<file path="config.mk">
export PLATFORM = sky130hd
export DESIGN_NAME = ihl_ctrl
export DESIGN_NICKNAME = d
export VERILOG_FILES = /design/src/rtl/ihl_pkg.sv /design/src/rtl/ihl_ctrl.sv
export SDC_FILE = /design/constraint.sdc
export NUM_CORES = 1
export LEC_CHECK = 0
export ABC_CLOCK_PERIOD_IN_PS = 1500
export BUFFER_PORTS_ARGS = -buffer_cell sky130_fd_sc_hd__buf_4
export CORE_MARGIN = 4
export CORE_UTILIZATION = 43
export CTS_BUF_LIST = sky130_fd_sc_hd__clkbuf_4 sky130_fd_sc_hd__clkbuf_8 sky130_fd_sc_hd__clkbuf_16
export DETAILED_ROUTE_END_ITERATION = 6
export PLACE_DENSITY = 0.73
export SLEW_MARGIN = 5
export SYNTH_ARGS = -nofsm -noshare
export SYNTH_HDL_FRONTEND = slang
export SYNTH_SLANG_ARGS = --single-unit
</file>
<file path="constraint.sdc">
create_clock -name clk -period 1.5 [get_ports clk]
set_input_delay 0.225 -clock clk [delete_from_list [all_inputs] [get_ports clk]]
set_output_delay 0.225 -clock clk [all_outputs]
set_load 0.01 [all_outputs]
</file>
<file path="src/rtl/ihl_pkg.sv">
// Package for the Intel HEX record loader.
// Holds the request, status and state codes and the controller/datapath structs.
`timescale 1ns / 1ps
`default_nettype none
package ihl_pkg;

  typedef enum logic [1:0] {
    REQ_TEXT  = 2'd0,
    REQ_READ  = 2'd1,
    REQ_START = 2'd2
  } req_t;

  typedef enum logic [1:0] {
    ST_OK      = 2'd0,
    ST_FORMAT  = 2'd1,
    ST_ADDRESS = 2'd2
  } status_t;

  typedef enum logic [2:0] {
    S_CLEAR,
    S_IDLE,
    S_RD,
    S_CHECK,
    S_COPY,
    S_EMIT
  } state_t;

  localparam logic [7:0] CH_LF       = 8'h0A;
  localparam logic [7:0] CH_CR       = 8'h0D;
  localparam logic [7:0] CH_COLON    = 8'h3A;
  localparam logic [7:0] CH_ZERO     = 8'h30;
  localparam logic [7:0] HEX_GAP     = 8'd7;
  localparam logic [7:0] REC_DATA    = 8'h00;
  localparam logic [7:0] REC_SEGMENT = 8'h02;
  localparam logic [7:0] REC_SSTART  = 8'h03;
  localparam logic [7:0] REC_LINEAR  = 8'h04;
  localparam logic [7:0] REC_LSTART  = 8'h05;
  localparam logic [7:0] FILL_BYTE   = 8'hFF;

  typedef struct packed {
    logic    clear_all;
    logic    sweep;
    logic    take_char;
    logic    apply_rec;
    logic    clear_line;
    logic    set_halt;
    logic    calc_addr;
    logic    check_addr;
    logic    copy_step;
    logic    rd_issue;
    logic    load_out;
    logic    out_kind;
    status_t out_status;
  } cmd_t;

  typedef struct packed {
    logic halted;
    logic is_lf;
    logic is_cr;
    logic fmt_err;
    logic is_data;
    logic overlong;
    logic addr_fail;
    logic copy_done;
    logic sweep_last;
    logic out_free;
  } sts_t;

endpackage
`default_nettype wire

</file>
<file path="src/rtl/ihl_ctrl.sv">
// Controller state machine of the Intel HEX record loader.
// Depends on ihl_pkg; drives the datapath through cmd_t and watches sts_t.
`timescale 1ns / 1ps
`default_nettype none
module ihl_ctrl import ihl_pkg::*; (
  input  wire logic       clk,
  input  wire logic       rst,
  input  wire logic       in_valid,
  output logic            in_ready,
  input  wire logic [1:0] req_type,
  input  wire sts_t       sts,
  output cmd_t            cmd
);
  state_t  state, state_next;
  status_t stat, stat_next;
  logic    emit_pend, emit_pend_next;
  logic    accept;

  always_ff @(posedge clk) begin
    if (rst) begin
      state     <= S_CLEAR;
      stat      <= ST_OK;
      emit_pend <= 1'b0;
    end else begin
      state     <= state_next;
      stat      <= stat_next;
      emit_pend <= emit_pend_next;
    end
  end

  assign in_ready = (state == S_IDLE) && sts.out_free;
  assign accept   = in_valid && in_ready;

  always_comb begin
    state_next     = state;
    stat_next      = stat;
    emit_pend_next = emit_pend;
    cmd            = '0;
    cmd.out_status = stat;
    case (state)
      S_CLEAR: begin
        cmd.sweep = 1'b1;
        if (sts.sweep_last) begin
          emit_pend_next = 1'b0;
          stat_next      = ST_OK;
          state_next     = emit_pend ? S_EMIT : S_IDLE;
        end
      end
      S_IDLE: begin
        if (accept) begin
          case (req_type)
            REQ_READ: begin
              cmd.rd_issue = 1'b1;
              state_next   = S_RD;
            end
            REQ_START: begin
              cmd.clear_all  = 1'b1;
              emit_pend_next = 1'b1;
              state_next     = S_CLEAR;
            end
            REQ_TEXT: begin
              if (!sts.halted && !sts.is_cr) begin
                if (sts.is_lf) begin
                  if (sts.fmt_err) begin
                    cmd.clear_line = 1'b1;
                    cmd.set_halt   = 1'b1;
                    stat_next      = ST_FORMAT;
                    state_next     = S_EMIT;
                  end else if (sts.is_data) begin
                    cmd.calc_addr = 1'b1;
                    state_next    = S_CHECK;
                  end else begin
                    cmd.apply_rec  = 1'b1;
                    cmd.clear_line = 1'b1;
                    stat_next      = ST_OK;
                    state_next     = S_EMIT;
                  end
                end else if (sts.overlong) begin
                  // The line is dropped anyway, so the last character is not parsed.
                  cmd.clear_line = 1'b1;
                  cmd.set_halt   = 1'b1;
                  stat_next      = ST_FORMAT;
                  state_next     = S_EMIT;
                end else begin
                  cmd.take_char = 1'b1;
                end
              end
            end
            default: ;
          endcase
        end
      end
      S_RD: begin
        cmd.load_out   = 1'b1;
        cmd.out_kind   = 1'b1;
        cmd.out_status = ST_OK;
        state_next     = S_IDLE;
      end
      S_CHECK: begin
        if (sts.addr_fail) begin
          cmd.clear_line = 1'b1;
          cmd.set_halt   = 1'b1;
          stat_next      = ST_ADDRESS;
          state_next     = S_EMIT;
        end else begin
          cmd.check_addr = 1'b1;
          state_next     = S_COPY;
        end
      end
      S_COPY: begin
        cmd.copy_step = 1'b1;
        if (sts.copy_done) begin
          cmd.clear_line = 1'b1;
          stat_next      = ST_OK;
          state_next     = S_EMIT;
        end
      end
      S_EMIT: begin
        cmd.load_out = 1'b1;
        state_next   = S_IDLE;
      end
      default: state_next = S_IDLE;
    endcase
  end
endmodule
`default_nettype wire

</file>
; Yosys cells after proc, flatten, opt, wreduce, memory -nomap -nowiden
; Cells that the tools add are included.
[classes]
n_eq_ne = 19
muxes = 60
n_reduce_logical = 13
[ops]
columns = op, n
row1 = $mux W2, 15
row2 = $mux W3, 10
row3 = $mux W1, 26
row4 = $mux W5, 3
row5 = $pmux W3 S4, 1
row6 = $pmux W3 S3, 1
row7 = $reduce_and A9 Y1, 1
row8 = $ne A2 B2 Y1 const B, 4
row9 = $ne A4 B4 Y1 const B, 2
row10 = $pmux W2 S4, 1
row11 = $eq A3 B2 Y1 const B, 2
row12 = $eq A3 B3 Y1 const B, 2
row13 = $ne A2 B1 Y1 const B, 3
row14 = $ne A3 B3 Y1 const B, 2
row15 = $reduce_and A6 Y1, 1
row16 = $ne A4 B1 Y1 const B, 1
row17 = $pmux W1 S2, 2
row18 = $reduce_and A4 Y1, 1
row19 = $reduce_bool A4 Y1, 1
row20 = $eq A3 B1 Y1 const B, 1
row21 = $logic_and A1 B1 Y1, 3
row22 = $logic_not A3 Y1, 1
row23 = $pmux W1 S3, 1
row24 = $eq A2 B1 Y1 const B, 1
row25 = 5 further kinds, 6
[totals]
register_bits = 6
output_inout_bits = 15
word_cells = 95

; Logic depth before layout (Yosys ltp)
; Gate-level depths: netlist (run 1).
[depth]
word_depth = 7
ltp_mapped = 6

; Worst setup path before layout (run 1)
; No wires, ideal clock.
[synth_path]
path_kind = reg-to-output
startpoint = register state[0]
endpoint = output cmd[10] in the netlist's numbering
t_arrival_ns = 1.248
required_time_ns = 1.275
setup_slack_ns = 0.027
path_stages_with_launch = 5
n_path_buf = 1
cell_sequence = dfxtp_1 -> buf_6 -> nor3b_4 -> nand4_1 -> nor3_1
[synth_rtl]
columns = element, line_no
row1 = "start, declared", ihl_ctrl.sv:14  ; state_t state, state_next;
row2 = "start signal, assigned", ihl_ctrl.sv:25  ; state <= state_next;
row3 = "end, declared", ihl_ctrl.sv:12  ; output cmd_t cmd

==> results.cfg, run 1 <==
[clocking]
cts_tree = built
cts_sinks = 6
numCtsBuffers = 3
cts_hold_buf = 0
cts_buffer_depth = 2
insertion_delay_ns = 0.25
htree_levels = 1
clkTransAtPathRegs_ns = 0.05
ctsRootBufferMaster = clkbuf_4

[cells_and_area]
syn_to_final_growth_pct = 63.24
multi_input_area_um2 = 484.2
register_area_um2 = 127.6
final_common_cell = buf_4
mostFrequentLayoutCells = buf_4 (34), nor2_1 (9), inv_1 (5), nand2_1 (5)
design_area_um2 = 972.2
final_nets = 135
fillers = 120
final_cell_count_no_fill = 130
antenna_cells = 0
drive_gt1_share_pct = 53.91

[outcome]
status = complete, but fails checks
violations = setup timing

[sta]
finalHoldViolCount = 0
fmax_mhz = 625.8
fin_ws_ns = -0.09789
report.final.slew_viol_count = 0
post-route-period-util_pct = 106.5
setup_viol = 5
whs_ns = 0.1887
rsz0062_at_grt = yes
tns_ns = -0.3721
worstMarginPinSlew_ns = 0.2155
fin_skew_ns = 0.003292
post-route-min-period_ns = 1.598
slew_headroom_pct = 85.41

[floorplan]
rows = 13
start_util_pct = 45.77
io_pins = 30
core_region_area_um2 = 1301
die_area_um2 = 2044
die_w_um = 45.22
die_y_um = 45.22

[routing]
wl_per_cell_um = 13.14
drt_iter0_markers = 8
via_per_inst = 5.562
postRouteAntennaNets = 0
drc_errors = 0
vias = 723
wirelength_um = 1708
firstDrtPassIters = 4

[synthesis]
synth_edf_count = 0
synth.avg_cell_area_um2 = 7.636
synth-main-ff-cell = dfxtp_1
synth_cells = 78
yosys_warnings = 0
syn-cell-area_um2 = 595.6
synth_cell_type_count = 36
postSynth.asyncResetShare_pct = 0
ys_ff_latch = 6
synth_nets = 96
yosysSeqAreaShare_pct = 20.17

[placed_design]
placedCellCount = 121
dp_hpwl_um = 1267
dp_slack_ns = 0.05632
place_congestion = 0.7635
portBuffers = 29
dpl_cell_area_um2 = 819.5

[power_and_ir_drop]
clock_power_share_pct = 28.0
p_comb_share_pct = 41.7
powerDensity_nw_per_um2 = 574.0
p_seq_share_pct = 30.3
leakage_nw = 0.4294
p_int_mw = 0.3770
peakVddDrop_v = 0.0003173
switchingPower_mw = 0.1811
swShare_pct = 32.45

[worst_setup_path]
arrival_ns = 1.37
critical_path_required_ns = 1.27
crit_path_end_kind = output pin
critical_path_class = reg2out
path_cells = nor3b_4, nand4_1, nor3_2, buf_4
r2r_setup_slack_ns = 0.08
worstPathMaxFanout = 4
cp_slowest_cell = dfxtp_4
critical-path-max-stage-delay_ns = 0.35
start_kind = flop

[global_route]
gr-total-overflow = 0
grt_util_all_layers_pct = 18.60
grt_pass1_vias = 689
grt_start_max_net_pins = 10
antenna_found_initial = 0
grt_pass1_wl_um = 2870

[job]
maxCapViolations = 0

[min_path]
min_path_type = in2reg
## cells by family (layout without fill, tap and decap cells)
kind of cell / after synthesis / after routing / synth area share (%)
adder cells (fa/ha/maj): 3 / 3 / 6.303
AND/OR/NAND/NOR: 41 / 41 / 41.39
multiplexers: 1 / 1 / 1.681
buffers and inverters: 9 / 46 / 9.033
AO/OA/AOI/OAI: 18 / 18 / 21.43
flip-flops: 6 / 6 / 20.17
## power groups by stage
stage	registers (mW)	clock network (mW)	logic, mW
after floorplan	0.172	0	0.114
after global placement	0.176	0	0.180
after detailed placement	0.177	0	0.181
after CTS	0.169	0.162	0.224
after global routing	0.170	0.169	0.257
final	0.169	0.156	0.233
## routing by layer
layer / vias up / part of all wire (%) / GRT usage [%]
met4: 0 / 2.5 / 7.018
met1: 317 / 37 / 20.24
met3: 6 / 9.6 / 3.187
met2: 43 / 51 / 35.03
li1: 357 / - / -
met5: - / 0 / 0
## worst max-delay path: cells and delay by family, from the launching register on
kind,cells,cell delay (ns)
buffers and inverters,1,0.14
AND/OR/NAND/NOR,3,0.64
flip-flops,1,0.35
## registers in the layout (all words and copies together), names as in the netlist
name	count
emit_pend	1
stat	2
state	3
## worst paths after layout
kind            start        end  cells past startpoint
min reg2reg   stat[1]    stat[1]                      2
min            sts[1]  emit_pend                      2
max reg2reg  state[2]    stat[0]                      6
max          state[1]    cmd[10]                      4
## metrics by stage
| stage | power (mW) | util (%) |
|---|---|---|
| 4_1_cts | 0.5554 | 72.88 |
| 2_1_floorplan | 0.2858 | - |
| 5_1_grt | 0.5951 | 74.71 |
| 6_report | 0.5580 | 74.71 |
| 3_5_place_dp | 0.3583 | 62.98 |
| 3_3_place_gp | 0.3569 | 62.98 |
## synth_stat cells (2+ instances only)
cell	n	area, µm²
dfxtp_1	6	120.1
o21ai_0	3	15.01
nand4_1	2	12.51
inv_1	5	18.77
and2_1	4	25.02
nor3_1	4	20.02
a21oi_1	3	15.01
nand2b_1	2	12.51
a211oi_1	2	15.01
nor2_1	11	41.29
ha_1	3	37.54
buf_6	2	22.52
nand4b_1	2	17.52
nand2_1	5	18.77
nand3b_1	3	22.52
## timing repair
item,in CTS,in global routing
buffers inserted,8,0
pin swaps,9,5
setup endpoints to repair,12,15
gates resized for setup,16,9
## cell type report
class,instances,share of cell area [%]
multi-input combinational,63,49.81
timing repair buffer,38,30.89
sequential,6,13.13
clock buffer,3,2.317
inverter,5,1.931
tap,15,1.931
No activity file was read; power rests on OpenSTA's default activity.
==> run 2, diff against run 1 <==
- CORE_MARGIN: 4 -> default
==> results.cfg, run 2 (same netlist as run 1, synthesis figures left out) <==
[worst_setup_path]
start_kind = flop
worstPathMaxFanout = 6
rr_worst_depth = 5
critical_path_required_ns = 1.27
arrival_ns = 1.37
r2r_setup_slack_ns = 0.15
r2r-end = stat[1]
crit_path_end_kind = output pin
critical_path_class = reg2out
regToRegStartpoint = state[2]

[sta]
setup_viol = 7
finalHoldViolCount = 0
whs_ns = 0.1632
fin_ws_ns = -0.09200
tns_ns = -0.3311
report.final.slew_viol_count = 0
slew_headroom_pct = 79.37
rsz0062_at_grt = yes
post-route-min-period_ns = 1.592
worstMarginPinSlew_ns = 0.3056
post-route-period-util_pct = 106.1
fin_skew_ns = 0.007461
fmax_mhz = 628.1

[placed_design]
placedCellCount = 121
place_congestion = 0.7450
dpl_cell_area_um2 = 819.5
dp_slack_ns = 0.008338
dp_hpwl_um = 1194
portBuffers = 29

[routing]
drt_iter0_markers = 10
firstDrtPassIters = 6
postRouteAntennaNets = 0
drc_errors = 2
wl_per_cell_um = 12.13
vias = 678
wirelength_um = 1529
via_per_inst = 5.381

[min_path]
hold_depth = 2
min_from = sts[1]
min_path_type = in2reg
hold_path_end = emit_pend

[floorplan]
die_w_um = 39.22
io_pins = 30
die_y_um = 39.22
rows = 13
core_region_area_um2 = 1301
start_util_pct = 45.77
die_area_um2 = 1538

[cells_and_area]
regMostFlops = state
fillers = 120
drive_gt1_share_pct = 45.95
largest_reg_flops = 3
final_common_cell = buf_4
top_regs = state (3), stat (2), emit_pend (1)
mostFrequentLayoutCells = buf_4 (33), nor2_1 (11), inv_1 (5), nand2_1 (5)
antenna_cells = 0
final_nets = 131
final_cell_count_no_fill = 126
design_area_um2 = 889.6
syn_to_final_growth_pct = 49.37

[power_and_ir_drop]
leakage_nw = 0.3969
powerDensity_nw_per_um2 = 588.9
peakVddDrop_v = 0.0002530

[clocking]
cts_sinks = 6
clkTransAtPathRegs_ns = 0.05
cts_tree = built
insertion_delay_ns = 0.25
cts_buffer_depth = 2
htree_levels = 1
ctsRootBufferMaster = clkbuf_4
numCtsBuffers = 3

[outcome]
violations = DRC, setup timing
status = complete, but fails checks

[global_route]
gr-total-overflow = 0
grt_pass1_vias = 552
use_met1_pct = 25.09
grtUsageMet3_pct = 3.468
busiest_layer = met2
grt_util_all_layers_pct = 21.43
antenna_found_initial = 0
grt_start_max_net_pins = 10
grt_pass1_wl_um = 2228
gr-usage-met2_pct = 38.33

[job]
maxCapViolations = 0
## run 2: changes by cell type in the layout (fill, tap and decap cells not counted), sizes merged
cell  before  now
buf       38   34
## run 2: repair_timing
action | CTS | global route
hold buffers | 0 | 0
buffers inserted | 2 | 0
resized for setup | 7 | 3
pin swaps | 5 | 3
setup endpoints to repair | 13 | 10
## run 2: per-stage QoR
| step | utilization, % | power [mW] |
|---|---|---|
| after floorplan | - | 0.2858 |
| after global placement | 62.98 | 0.3568 |
| after detailed placement | 62.98 | 0.3583 |
| after CTS | 67.21 | 0.5213 |
| after global routing | 68.37 | 0.5544 |
| final | 68.37 | 0.5239 |
## run 2: layout make-up
class	instances	area, µm²	area share [%]
timing repair buffer	34	259.0	29.11
sequential	6	128.9	14.49
multi-input combinational	63	441.7	49.65
clock buffer	3	22.52	2.532
tap	15	18.77	2.110
inverter	5	18.77	2.110
## run 2: power breakdown
group / internal (mW) / leakage, nW / switching, mW
combinational: 0.0979 / 0.333 / 0.0964
sequential: 0.165 / 0.0505 / 0.00745
clock: 0.0910 / 0.0138 / 0.0659
total: 0.354 / 0.397 / 0.170
## run 2: worst max-delay path by stage
| stage | startpoint | endpoint | slack (ns) | depth (start not counted) |
|---|---|---|---|---|
| after global placement | req_type[0] | state[1] | -0.004 | 7 |
| after global routing | state[1] | cmd[10] | -0.15 | 4 |
| after detailed placement | req_type[0] | state[1] | 0.008 | 7 |
| after floorplan | state[0] | cmd[10] | 0.03 | 4 |
| after CTS | state[2] | cmd[10] | -0.11 | 4 |
| final | state[1] | cmd[10] | -0.09 | 4 |
## run 2: worst max-delay path, stage by stage (launching register included)
cell and delay, ns:
dfxtp_4 0.36, nor3b_4 0.18, nand4_1 0.22, nor3_2 0.21, buf_4 0.14
## run 2: layer usage
metal / vias up / share of wire, %
li1: 349 / -
met1: 305 / 44
met2: 22 / 50
met3: 2 / 4.8
met4: 0 / 0.98
met5: - / 0
==> run 3, diff against run 2 <==
- ABC_CLOCK_PERIOD_IN_PS: 1500 -> 2000
- CELL_PAD_IN_SITES_DETAIL_PLACEMENT: default -> 1
- CELL_PAD_IN_SITES_GLOBAL_PLACEMENT: default -> 2
- CORE_UTILIZATION: 43 -> 24
- PLACE_DENSITY: 0.73 -> 0.77
- clock period: 1.5 -> 2 ns (I/O delays scaled with it)
==> results.cfg, run 3 (same netlist as run 1, synthesis figures left out) <==
[outcome]
status = completed

[global_route]
antenna_found_initial = 0
grt_pass1_vias = 626
gr-total-overflow = 0
grt_start_max_net_pins = 12
grt_pass1_wl_um = 2691
grt_util_all_layers_pct = 13.36

[min_path]
min_from = sts[1]
hold_path_end = emit_pend
hold_depth = 2
min_path_type = in2reg

[power_and_ir_drop]
leakage_nw = 0.3698
switchingPower_mw = 0.1227
p_comb_share_pct = 33.5
peakVddDrop_v = 0.0001634
p_int_mw = 0.2576
p_seq_share_pct = 36.1
swShare_pct = 32.25
clock_power_share_pct = 30.4
powerDensity_nw_per_um2 = 450.3

[sta]
fin_ws_ns = 0.2249
worstMarginPinSlew_ns = 0.4035
rsz0062_at_grt = no
slew_headroom_pct = 73.06
finalHoldViolCount = 0
post-route-period-util_pct = 88.75
report.final.slew_viol_count = 0
post-route-min-period_ns = 1.775
setup_viol = 0
tns_ns = 0
fmax_mhz = 563.4
fin_skew_ns = 0.004209

[floorplan]
die_w_um = 51.82
rows = 17
io_pins = 30
start_util_pct = 26.17
core_region_area_um2 = 2276
die_y_um = 51.82
die_area_um2 = 2685

[routing]
firstDrtPassIters = 4
drt_iter0_markers = 9
wirelength_um = 1692
drc_errors = 0
postRouteAntennaNets = 0
wl_per_cell_um = 12.53
via_per_inst = 4.793
vias = 647

[clocking]
numCtsBuffers = 3
cts_setup_buffers = 0
cts_tree = built
htree_levels = 1
cts_sinks = 6
ctsRootBufferMaster = clkbuf_4
cts_buffer_depth = 2
insertion_delay_ns = 0.25
clkTransAtPathRegs_ns = 0.05
cts_hold_buf = 0

[cells_and_area]
final_nets = 127
final_common_cell = buf_4
largest_reg_flops = 3
fin_util_pct = 37.11
antenna_cells = 0
fillers = 302
multi_input_area_um2 = 421.7
top_regs = state (3), stat (2), emit_pend (1)
drive_gt1_share_pct = 38.32
regMostFlops = state
syn_to_final_growth_pct = 41.81
register_area_um2 = 121.4
mostFrequentLayoutCells = buf_4 (30), nor2_1 (11), inv_1 (5), nand2_1 (5), dfxtp_1 (5)

[placed_design]
dp_hpwl_um = 1403
place_congestion = 0.7449
dp_slack_ns = 0.3839
portBuffers = 29

[worst_setup_path]
rr_worst_depth = 4
r2r_setup_slack_ns = 0.56
regToRegStartpoint = state[2]
r2r-end = stat[1]
crit_start = state[2]
arrival_ns = 1.48
crit_path_end_kind = output pin
start_kind = flop
critical_path_required_ns = 1.70
critical_path_class = reg2out
worstPathMaxFanout = 11

[job]
maxCapViolations = 0
## run 3: cell types whose count changed in the layout (fill, tap and decap cells not counted), sizes merged
cell  delta
buf      -4
## run 3: per-layer routing
metal | vias to the layer above | track usage, % | share of wire, %
li1 | 336 | - | -
met1 | 286 | 18.04 | 47
met2 | 23 | 21.00 | 45
met3 | 2 | 2.047 | 6.7
met4 | 0 | 5.405 | 0.83
met5 | - | 0 | 0
## run 3: power by group through the flow
| stage | clock [mW] | combinational, mW | sequential, mW |
|---|---|---|---|
| final | 0.116 | 0.128 | 0.137 |
| after global routing | 0.131 | 0.140 | 0.138 |
| after CTS | 0.122 | 0.129 | 0.136 |
| after detailed placement | 0 | 0.129 | 0.138 |
| after global placement | 0 | 0.129 | 0.138 |
| after floorplan | 0 | 0.0852 | 0.129 |
## run 3: critical path: stages, from the launching register on
cell	delay, ns
dfxtp_1	0.56
nand2b_1	0.26
nor2_1	0.09
a21oi_1	0.12
nand2_1	0.06
buf_4	0.14
## run 3: final cells by class
cell class                 count  share of cell area (%)
timing repair buffer          30                   26.67
tap                           28                   4.148
multi-input combinational     63                   49.93
inverter                       5                   2.222
clock buffer                   3                   2.667
sequential                     6                   14.37
## run 3: stage by stage
stage / power, mW / hold slack [ns] / instances / cell area (µm²)
detailed placement: 0.2668 / 0.5027 / 132 / 820.8
finish: 0.3803 / 0.2443 / 135 / 844.6
floorplan: 0.2144 / 0.3898 / 78 / 595.6
global placement: 0.2670 / 0.4936 / 132 / 820.8
global route: 0.4091 / 0.2434 / 135 / 844.6
CTS: 0.3873 / 0.2410 / 135 / 843.3
## run 3: what timing repair did
action                                  CTS  global route
gates resized for setup                   0             1
endpoints found under the setup margin    0             3
endpoints found under the hold margin     0             0
## run 3: worst max-delay path by stage
stage	endpoint	slack, ns	depth (start not counted)
global placement	cmd[9]	0.38	7
CTS	cmd[10]	0.10	4
global route	cmd[10]	0.06	4
finish	cmd[9]	0.22	5
detailed placement	cmd[10]	0.38	6
floorplan	cmd[10]	0.45	4
